## config.mk

```make
export PLATFORM = sky130hd
export DESIGN_NAME = sequence_hash_128
export DESIGN_NICKNAME = d
export VERILOG_FILES = /design/src/rtl/shh_pkg.sv /design/src/rtl/shh_mul.sv /design/src/rtl/sequence_hash_128.sv
export SDC_FILE = /design/constraint.sdc
export NUM_CORES = 1
export LEC_CHECK = 0
export BUFFER_PORTS_ARGS = -buffer_cell sky130_fd_sc_hd__buf_2
export CORE_MARGIN = 1
export CORE_UTILIZATION = 45
export CTS_CLUSTER_SIZE = 14
export DETAILED_ROUTE_END_ITERATION = 8
export HOLD_SLACK_MARGIN = 0.06
export PLACE_DENSITY_LB_ADDON = 0.08
export SYNTH_ARGS = -nofsm -noshare
export SYNTH_HDL_FRONTEND = slang
export SYNTH_SLANG_ARGS = --single-unit
```

## constraint.sdc

```tcl
create_clock -name clk_i -period 7.56 [get_ports clk_i]
set_input_delay 1.512 -clock clk_i [delete_from_list [all_inputs] [get_ports clk_i]]
set_output_delay 1.512 -clock clk_i [all_outputs]
set_load 0.01 [all_outputs]
```

## src/rtl/shh_pkg.sv

```systemverilog
// Package for the sequence hash block: word and digit widths, start values,
// multiplier constants and the controller state type. No dependencies.
`default_nettype none

package shh_pkg;

  localparam int unsigned WordW   = 64;
  localparam int unsigned DigitW  = 4;
  localparam int unsigned NumDig  = WordW / DigitW;
  localparam int unsigned DigCntW = $clog2(NumDig);
  localparam int unsigned StepW   = 2;

  localparam logic [WordW-1:0] StartA = 64'hcbf29ce484222325;
  localparam logic [WordW-1:0] StartB = 64'h9e3779b97f4a7c15;
  localparam logic [WordW-1:0] MulA   = 64'h00000100000001b3;
  localparam logic [WordW-1:0] MulB   = 64'hff51afd7ed558ccd;

  localparam logic [StepW-1:0] StepALow  = 2'd0;
  localparam logic [StepW-1:0] StepAHigh = 2'd1;
  localparam logic [StepW-1:0] StepBHigh = 2'd2;
  localparam logic [StepW-1:0] StepBLow  = 2'd3;

  typedef enum logic [1:0] {
    ST_IDLE,
    ST_LAUNCH,
    ST_WAIT,
    ST_FLUSH
  } state_e;

endpackage

`default_nettype wire

```

## src/rtl/shh_mul.sv

```systemverilog
// Digit-serial multiplier modulo 2^64 that consumes the coefficient one digit per cycle.
// Depends on shh_pkg for the word and digit widths.
`default_nettype none

module shh_mul (
  input  wire                     clk_i,
  input  wire                     rst_ni,
  input  wire                     start_i,
  input  wire [shh_pkg::WordW-1:0] op_i,
  input  wire [shh_pkg::WordW-1:0] coef_i,
  output logic                    done_o,
  output logic [shh_pkg::WordW-1:0] prod_o
);
  import shh_pkg::*;

  logic [WordW-1:0]   x_q, c_q, p_q;
  logic [DigCntW-1:0] cnt_q;
  logic               busy_q, done_q;
  logic [WordW-1:0]   part;

  // One digit of the coefficient times the shifted operand, truncated to the word.
  assign part = x_q * {{(WordW-DigitW){1'b0}}, c_q[DigitW-1:0]};

  always_ff @(posedge clk_i or negedge rst_ni) begin
    if (!rst_ni) begin
      busy_q <= 1'b0;
      done_q <= 1'b0;
      cnt_q  <= '0;
    end else begin
      done_q <= 1'b0;
      if (start_i) begin
        busy_q <= 1'b1;
        cnt_q  <= '0;
      end else if (busy_q) begin
        cnt_q <= cnt_q + 1'b1;
        if (cnt_q == DigCntW'(NumDig - 1)) begin
          busy_q <= 1'b0;
          done_q <= 1'b1;
        end
      end
    end
  end

  always_ff @(posedge clk_i) begin
    if (start_i) begin
      x_q <= op_i;
      c_q <= coef_i;
      p_q <= '0;
    end else if (busy_q) begin
      p_q <= p_q + part;
      x_q <= x_q << DigitW;
      c_q <= c_q >> DigitW;
    end
  end

  assign done_o = done_q;
  assign prod_o = p_q;

endmodule

`default_nettype wire

```

## src/rtl/sequence_hash_128.sv

```systemverilog
// Top level of the sequence hash block: stream ports, controller and accumulators.
// Depends on shh_pkg and shh_mul.
`default_nettype none

// Hashes a sequence of 128-bit identifiers into a 128-bit value with two
// multiply chains that share one digit-serial multiplier. Each identifier takes
// four dependent multiplies, the multiplier consuming four coefficient bits per
// cycle. A new identifier is accepted only once the previous one is folded in
// and, if it had tlast set, its hash is loaded into the output register. The result
// waits in that output register, and the next identifier is accepted while it waits.
module sequence_hash_128 (
  input  wire          clk_i,
  input  wire          rst_ni,
  input  wire          s_axis_tvalid,
  output logic         s_axis_tready,
  input  wire  [127:0] s_axis_tdata,   // id_low [63:0], id_high [127:64]
  input  wire          s_axis_tlast,   // last
  output logic         m_axis_tvalid,
  input  wire          m_axis_tready,
  output logic [127:0] m_axis_tdata    // hash_low [63:0], hash_high [127:64]
);
  import shh_pkg::*;

  state_e           state_q, state_d;
  logic [StepW-1:0] step_q, step_d;
  logic [WordW-1:0] acc_a_q, acc_a_d, acc_b_q, acc_b_d;
  logic [WordW-1:0] lo_q, hi_q;
  logic             last_q;
  logic             out_vld_q;
  logic [WordW-1:0] out_lo_q, out_hi_q;
  logic             load_in, load_out, slot_free;
  logic             mul_start, mul_done;
  logic [WordW-1:0] mul_op, mul_coef, mul_prod;

  shh_mul u_mul (
    .clk_i  (clk_i),
    .rst_ni (rst_ni),
    .start_i(mul_start),
    .op_i   (mul_op),
    .coef_i (mul_coef),
    .done_o (mul_done),
    .prod_o (mul_prod)
  );

  assign slot_free = !out_vld_q || m_axis_tready;

  always_comb begin
    case (step_q)
      StepALow:  mul_op = acc_a_q ^ lo_q;
      StepAHigh: mul_op = acc_a_q ^ hi_q;
      StepBHigh: mul_op = acc_b_q ^ hi_q;
      default:   mul_op = acc_b_q ^ lo_q;
    endcase
    mul_coef = (step_q == StepALow || step_q == StepAHigh) ? MulA : MulB;
  end

  always_comb begin
    state_d       = state_q;
    step_d        = step_q;
    acc_a_d       = acc_a_q;
    acc_b_d       = acc_b_q;
    s_axis_tready = 1'b0;
    load_in       = 1'b0;
    load_out      = 1'b0;
    mul_start     = 1'b0;
    case (state_q)
      ST_IDLE: begin
        s_axis_tready = 1'b1;
        if (s_axis_tvalid) begin
          load_in = 1'b1;
          step_d  = StepALow;
          state_d = ST_LAUNCH;
        end
      end
      ST_LAUNCH: begin
        mul_start = 1'b1;
        state_d   = ST_WAIT;
      end
      ST_WAIT: begin
        if (mul_done) begin
          if (step_q == StepALow || step_q == StepAHigh) begin
            acc_a_d = mul_prod;
          end else begin
            acc_b_d = mul_prod;
          end
          if (step_q == StepBLow) begin
            state_d = last_q ? ST_FLUSH : ST_IDLE;
          end else begin
            step_d  = step_q + 1'b1;
            state_d = ST_LAUNCH;
          end
        end
      end
      ST_FLUSH: begin
        if (slot_free) begin
          load_out = 1'b1;
          acc_a_d  = StartA;
          acc_b_d  = StartB;
          state_d  = ST_IDLE;
        end
      end
      default: begin
        state_d = ST_IDLE;
      end
    endcase
  end

  always_ff @(posedge clk_i or negedge rst_ni) begin
    if (!rst_ni) begin
      state_q   <= ST_IDLE;
      step_q    <= StepALow;
      acc_a_q   <= StartA;
      acc_b_q   <= StartB;
      out_vld_q <= 1'b0;
    end else begin
      state_q <= state_d;
      step_q  <= step_d;
      acc_a_q <= acc_a_d;
      acc_b_q <= acc_b_d;
      if (load_out) begin
        out_vld_q <= 1'b1;
      end else if (m_axis_tready) begin
        out_vld_q <= 1'b0;
      end
    end
  end

  always_ff @(posedge clk_i) begin
    if (load_in) begin
      lo_q   <= s_axis_tdata[WordW-1:0];
      hi_q   <= s_axis_tdata[2*WordW-1:WordW];
      last_q <= s_axis_tlast;
    end
    if (load_out) begin
      out_lo_q <= acc_a_q;
      out_hi_q <= acc_b_q;
    end
  end

  assign m_axis_tvalid = out_vld_q;
  assign m_axis_tdata  = {out_hi_q, out_lo_q};

endmodule

`default_nettype wire

```

; Word-level counts from Yosys, hierarchy flattened
; Cells that the tools add are included.
[totals]
output_inout_bits = 130
ff_bits = 588
input_bits = 133
elab_cells = 90
[op_classes]
n_mul = 1
n_bitwise = 4
n_eq_ne = 13
n_addsub = 3
muxes = 40
n_reduce_logical = 13
[op_table]
columns = operator, count
row1 = two-way mux 64 bit, 11
row2 = one-hot mux 64 bit (2 select lines), 2
row3 = XOR 64 bit, 4
row4 = one-hot mux 64 bit (3 select lines), 1
row5 = adder 64 bit, 1
row6 = multiplier 64 x 4 -> 64 bit, 1
row7 = two-way mux 2 bit, 8
row8 = two-way mux 1 bit, 14
row9 = AND reduction 4 bit, 3
row10 = "inequality test 2 bit, second input constant", 5
row11 = "== test 2 bit, second input constant", 4
row12 = two-way mux 4 bit, 2
row13 = one-hot mux 2 bit (4 select lines), 1
row14 = nonzero test 2 bit, 4
row15 = "adder 4 x 1 -> 4 bit, second input constant", 1
row16 = "== test 2 x 1 -> 1 bit, second input constant", 2
row17 = "== test 4 bit, second input constant", 1
row18 = zero test 2 bit, 2
row19 = one-hot mux 2 bit (2 select lines), 1
row20 = AND reduction 3 bit, 1
row21 = "adder 2 x 1 -> 2 bit, second input constant", 1
row22 = logical OR 1 bit, 2
row23 = "inequality test 2 x 1 -> 1 bit, second input constant", 1
row24 = zero test 1 bit, 1

; Depth between registers and ports, before layout
; Gate-level depths: netlist (run 1).
[depth]
ltp_word = 5
ltp_mapped = 21
depth_no_buf = 19

; Cells and area by module
; From an unflattened synthesis (run 1), not the netlist that was laid out.
[unflattened]
cells_unflattened = 2989
area_unflattened_um2 = 34705.8
[modules_own_cells]
columns = mod, n_inst, cells_per_inst, seq_area_each_um2, area_per_inst_um2
row1 = shh_mul, 1, 1760, 5275.1, 17639.4
row2 = sequence_hash_128, 1, 1229, 11128.2, 17066.4

; Worst setup path before layout (run 1)
; No wires, ideal clock.
[synth_path]
path_type = input to register
from = in m_axis_tready
to = reg out_hi_q[0] (enable)
t_required_ns = 6.941
setup_time_ns = 0.619
slack_ns = 0.040
stages = 2
path_buffers = 0
arrival_time_ns = 6.902
path_cell_list = nor2b_1 -> nor2_1
[synth_via]
elab_chain_len = 3
[synth_rtl]
columns = element, line
row1 = "start, declared", sequence_hash_128.sv:19  ; input wire m_axis_tready,
row2 = logical OR 1 bit, sequence_hash_128.sv:45  ; assign slot_free = !out_vld_q || m_axis_tready;
row3 = two-way mux 1 bit, sequence_hash_128.sv:95  ; if (slot_free) begin
row4 = two-way mux 1 bit, sequence_hash_128.sv:66  ; case (state_q)
row5 = net load_out, sequence_hash_128.sv:31  ; logic load_in, load_out, slot_free;
row6 = "end signal, assigned", sequence_hash_128.sv:136  ; out_hi_q <= acc_b_q;
row7 = "end, declared", sequence_hash_128.sv:30  ; logic [WordW-1:0] out_lo_q, out_hi_q;
; The timed path passes the listed nets, and every way through them passes these cells.
; A chain may end at the register's enable or synchronous reset.

; Worst setup path after layout (run 1)
[layout_path]
from = reg u_mul.c_q[2]
to = reg u_mul.p_q[58], in the netlist u_mul.prod_o[58]
[layout_via]
elab_chain_len = 2
[layout_rtl]
columns = element, line
row1 = "start, declared", shh_mul.sv:16  ; logic [WordW-1:0] x_q, c_q, p_q;
row2 = "start signal, assigned", shh_mul.sv:47  ; c_q <= coef_i;
row3 = "start signal, assigned", shh_mul.sv:52  ; c_q <= c_q >> DigitW;
row4 = multiplier 64 x 4 -> 64 bit, shh_mul.sv:22  ; assign part = x_q * {{(WordW-DigitW){1'b0}}, c_q[DigitW-1:0]};
row5 = adder 64 bit, shh_mul.sv:50  ; p_q <= p_q + part;
row6 = "end signal, assigned", shh_mul.sv:50
row7 = "end, declared", shh_mul.sv:16
; No other way between the ends.

==> reports/qor.txt, run 1 <==
run status -> finished clean
path depth of the worst reg2reg path -> 17
routed via count divided by cell count -> 5.21
cell seen most often among critical-path stages -> fa_1
HPWL Detailed -> 54400 µm
synthesized instance count -> 3099
number of routed nets with antenna violations -> 0
final cell count without fillers -> 4317
Layout area overhead -> 13.8%
starting density of the core -> 45.5%
largest net degree at the start of global routing -> 84
top cell types by occurrence after synthesis -> nand2_1, edfxtp_1, o21ai_0
Buf/Inv on CP -> 1
insertion delay to the later sink of the worst-skew pair -> 0.62 ns
Critical Path End Type -> flip-flop
Hold Fails Final Rpt -> 0
post-CTS setup buffers -> 0
H-tree depth -> 3
sum of negative setup slack -> 0 ns
TritonCTS clock tree -> built
final routed wirelength across all metal layers -> 78500 µm
wire per inst -> 18.2 µm
number of max-cap violations -> 0
number of remaining DRC errors -> 0
actual slew at the worst max-slew pin -> 1.11 ns
global-route usage over all layers -> 21.4%
count of flip-flops with a built-in enable after synthesis -> 374
fill cell total of the finished layout -> 6514
#FFs+latches synth -> 577
CP max stage cell -> edfxtp_1
worst-case clock skew -> 0.0269 ns
arrival time reported for the critical path endpoint -> 6.57 ns
Final #Nets -> 3689
Port-buffer cells -> 262
worst max-slew margin expressed relative to the limit -> 26.1%
number of unique standard cell types used by synthesis -> 65
cell area after synthesis -> 33200 µm²
maximum number of buffers from clock root to sink -> 3
Largest delay share family, worst path -> compound AO/OA/AOI/OAI gates
cell total after placement -> 4191
Synth async-reset ratio -> 24.1%
via count -> 22498
Mapped Nets -> 3486
y dimension of the die -> 274 µm
WS Path Type -> reg -> reg
highest attainable clock frequency -> 163 MHz
Slew Limit Fails -> 0
buffer type at the clock tree root -> clkbuf_16
Die Wd -> 274 µm
Most used DFF post-synth -> edfxtp_1
leading post-synthesis cells by cell area -> edfxtp_1, fa_1, dfrtp_1
CTS buffer count -> 68
number of standard-cell rows in the floorplan -> 99
crit path cell chain -> buf_4 -> and2_1 -> fa_1 -> fa_1 -> fa_1 -> ha_1 -> a21oi_1 -> o211ai_1 -> a21oi_2 -> nand2_2 -> a41o_1 -> a31oi_1 -> o211ai_2 -> a21oi_1 -> o21ai_2 -> xnor2_1 -> o22ai_1
yosys warns -> 0
boundary pin count -> 263
wire length of the first global-routing pass -> 127000 µm
global route overflow -> 0
synthesized area per cell -> 10.7 µm²
Resize count post-CTS -> 0
Synth top area share -> 33.8%
stages on the worst setup path -> 17
TritonRoute pass-1 iters -> 5
critical path launch point type -> flip-flop
shortest clock period the worst path allows after layout -> 6.13 ns
Tcrit/Tclk final -> 81.1%
required time reported for the critical path endpoint -> 8.00 ns
violation count after the first detailed-route iteration -> 1213
final estimated routing congestion in global placement -> 0.875
register clock-pin slew on the reported worst setup and hold paths -> 0.06 ns
count of hold buffers inserted by post-cts repair -> 0
count leader, synth -> nand2_1
class of the tightest hold or removal check -> reg -> reg
diodes inserted -> 0
antenna violations before repair -> 0
fraction of layout instances using a drive strength above 1 -> 14.5%
area of the die -> 74900 µm²
setup violators final -> 0
via count of the first global-routing pass -> 23296
Critical Path Fanout Max -> 33
cell taking the most area after synthesis -> edfxtp_1
unrepaired setup endpoints after global routing -> no
placeable core area -> 73000 µm²
sequential share of the synthesized area -> 48.4%
Cells on Worst Hold Path -> 2
TritonCTS Sinks -> 577
delay of the slowest cell on the worst path -> 1.08 ns
-- worst min-delay path, delay by kind of cell, from the launching register on --
family / cells / cell delay, ns
simple gates: 2 / 0.09
flops: 1 / 0.38
-- sequential cells by signal (all words and copies together) (netlist names) --
register and count:
acc_a_q 64, acc_b_q 64, hi_q 64, lo_q 64, out_hi_q 64, out_lo_q 64, u_mul.prod_o 64, u_mul.x_q 64
u_mul.c_q 53, u_mul.cnt_q 4, state_q 2, step_q 2, last_q 1, m_axis_tvalid 1, u_mul.busy_q 1, u_mul.done_o 1
-- per-stage QoR --
step | instance area, µm² | utilization [%] | hold slack (ns) | setup slack, ns
after detailed placement | 35400 | 48.6 | 0.471 | 1.34
after global placement | 35400 | 48.6 | 0.471 | 1.52
after floorplan | 33200 | - | 0.446 | 0.0395
final | 37800 | 51.8 | 0.480 | 1.43
after CTS | 37800 | 51.8 | 0.475 | 1.33
after global routing | 37800 | 51.8 | 0.501 | 1.03
-- cell type report --
| class | count | area [µm²] | area share, % |
|---|---|---|---|
| Sequential cell | 577 | 16100 | 42.5 |
| Multi-Input combinational cell | 2084 | 15600 | 41.3 |
| Clock buffer | 98 | 1970 | 5.21 |
| Timing Repair Buffer | 287 | 1510 | 3.98 |
| Tap cell | 959 | 1200 | 3.17 |
| Inverter | 284 | 1070 | 2.83 |
| Clock inverter | 28 | 382 | 1.01 |
-- cell families (layout without fill, tap and decap cells) --
family	count (synthesis)	count (layout)	synth area share, %
fa+ha+maj	254	254	13.7
mux	106	106	3.20
buf+inv	438	697	4.95
compound gates	591	591	10.6
simple gates	881	881	12.5
xor+xnor	252	252	6.64
flops	577	577	48.4
-- cells in the final DEF (no fill, tap or decap), types with 74 or more instances in the layout --
cell type  Yosys  routed
mux2i_1      105     105
inv_1        284     283
nor2_1       141     140
a21o_1        80      80
a21oi_1       74      74
buf_2          1     261
fa_1         182     182
xor2_1       148     148
xnor2_1      104     104
o21ai_0      290     290
nand2_1      388     385
edfxtp_1     374     374
and2_1       254     251
-- per-layer routing --
metal	wire [µm]	vias to the layer above	GRT usage (%)
li1	-	10761	-
met1	36700	11205	29.8
met2	37000	437	34.7
met3	3050	95	3.14
met4	1680	0	5.84
met5	0	-	0
-- final timing paths --
path | end | slack (ns) | from
worst min-delay path | acc_b_q[10] | 0.48 | acc_b_q[10]
max in group asynchronous | u_mul.busy_q | 5.22 | rst_ni
worst max register to register | u_mul.prod_o[58] | 1.43 | u_mul.c_q[2]
worst min register to register | acc_b_q[10] | 0.48 | acc_b_q[10]
worst max-delay path | u_mul.prod_o[58] | 1.43 | u_mul.c_q[2]
min in group asynchronous | acc_b_q[41] | 0.92 | rst_ni
Power of run 1 is not shown: default switching activity piles up to over one toggle a cycle in this logic, so the estimate is an artifact.
==> inputs of run 2 (changes only) <==
clock period = 5.1 ns   (was 7.56 ns; I/O delays follow)
==> reports/qor.txt, run 2 (synthesis results as in run 1) <==
run status -> finished clean
Slew Limit Fails -> 0
area of the die -> 74900 µm²
final routed wirelength across all metal layers -> 82300 µm
FF-to-FF setup slack -> 0.08 ns
global route overflow -> 0
routed via count divided by cell count -> 5.24
critical path startpoint -> u_mul.c_q[1]
worst max-slew margin expressed relative to the limit -> 25.5%
actual slew at the worst max-slew pin -> 1.11 ns
path depth of the worst reg2reg path -> 19
buffer type at the clock tree root -> clkbuf_16
Hold Fails Final Rpt -> 0
register clock-pin slew on the reported worst setup and hold paths -> 0.06 ns
global-route usage over all layers -> 21.6%
minimum setup slack in the final design -> 0.0811 ns
number of remaining DRC errors -> 0
antenna violations before repair -> 1
TritonCTS Sinks -> 577
Place WS -> -0.0229 ns
R2R Path End -> u_mul.prod_o[34]
boundary pin count -> 263
placeable core area -> 73000 µm²
unrepaired setup endpoints after global routing -> yes
class of the tightest hold or removal check -> in -> async
largest net degree at the start of global routing -> 95
via count -> 22984
fraction of layout instances using a drive strength above 1 -> 17.7%
required time reported for the critical path endpoint -> 5.56 ns
setup violators final -> 0
highest attainable clock frequency -> 199 MHz
most frequent cells in the layout -> nand2_1, edfxtp_1, o21ai_0, inv_1, buf_2
Layout area overhead -> 16.5%
Die Wd -> 274 µm
critical path launch point type -> flip-flop
number of max-cap violations -> 0
CTS buffer count -> 68
Tcrit/Tclk final -> 98.4%
y dimension of the die -> 274 µm
TritonRoute pass-1 iters -> 5
count of hold buffers inserted by post-cts repair -> 0
wire per inst -> 18.8 µm
TritonCTS clock tree -> built
WS Path Type -> reg -> reg
starting density of the core -> 45.5%
arrival time reported for the critical path endpoint -> 5.48 ns
via count of the first global-routing pass -> 23448
H-tree depth -> 3
insertion delay to the later sink of the worst-skew pair -> 0.62 ns
final estimated routing congestion in global placement -> 0.878
sum of negative setup slack -> 0 ns
maximum number of buffers from clock root to sink -> 3
Port-buffer cells -> 262
number of routed nets with antenna violations -> 0
shortest clock period the worst path allows after layout -> 5.02 ns
number of standard-cell rows in the floorplan -> 99
violation count after the first detailed-route iteration -> 1381
wire length of the first global-routing pass -> 128000 µm
HPWL Detailed -> 55700 µm
worst-case clock skew -> 0.0198 ns
most common library cell in the layout ignoring fill and taps -> nand2_1
Final #Nets -> 3757
RR Startpoint -> u_mul.c_q[1]
Critical Path End Type -> flip-flop
Critical Path Fanout Max -> 7
[run 2: cell types whose count changed in the layout (fill, tap and decap cells not counted), sizes merged]
cell	delta
buf	+65
bufinv	-6
clkbuf	-1
clkinv	+7
clkinvlp	-3
diode	+2
inv	+3
[run 2: how the worst max path moves through the flow]
| stage | end | slack [ns] | depth (start not counted) |
|---|---|---|---|
| floorplan | out_hi_q[0] | 0.22 | 2 |
| global placement | u_mul.prod_o[60] | 0.09 | 19 |
| detailed placement | u_mul.prod_o[60] | -0.02 | 19 |
| CTS | u_mul.prod_o[62] | 0.03 | 18 |
| global route | u_mul.prod_o[34] | -0.09 | 19 |
| finish | u_mul.prod_o[34] | 0.08 | 19 |
[run 2: area by class of cell]
class / instances / area (µm²)
antenna: 2 / 5.00
inverter: 284 / 1070
sequential: 577 / 16100
clock inverter: 29 / 277
tap: 959 / 1200
fill: 6491 / 34300
clock buffer: 94 / 1880
timing repair buffer: 355 / 2220
multi-input combinational: 2084 / 16000
[run 2: per-stage QoR]
step                      util, %  instances  instance area (µm²)  hold WS [ns]
after floorplan                 -       3099                33200         0.446
after global placement       49.2       4237                35900         0.465
after detailed placement     49.2       4237                35900         0.473
after CTS                    52.2       4360                38100         0.374
after global routing         53.0       4382                38700         0.394
final                        53.0       4384                38700         0.370
[run 2: critical path, cell delays in order (launching register included)]
cell,delay [ns]
edfxtp_1,0.40
buf_6,0.17
clkbuf_16,0.17
and2_1,0.17
fa_1,0.57
fa_1,0.44
fa_1,0.46
ha_1,0.40
a21o_1,0.23
a21o_1,0.18
a21oi_1,0.19
a21boi_0,0.12
a41o_1,0.25
buf_4,0.14
nand3_1,0.08
nand2_1,0.12
a21oi_2,0.24
o221ai_1,0.19
xnor2_1,0.23
o22ai_1,0.11
[run 2: timing repair]
item | CTS | global route
buffers inserted | 0 | 16
resized for setup | 2 | 76
endpoints found under the setup margin | 1 | 21
pin swaps | 0 | 43
gates cloned | 0 | 6
[run 2: metal layers]
metal | routed length, µm | part of all wire, % | track usage, %
met5 | 0 | 0 | 0
met1 | 37600 | 46 | 30.1
met2 | 38400 | 47 | 34.5
met3 | 4130 | 5.0 | 3.56
met4 | 2140 | 2.6 | 6.69
Power of run 2 is left out for the same reason.
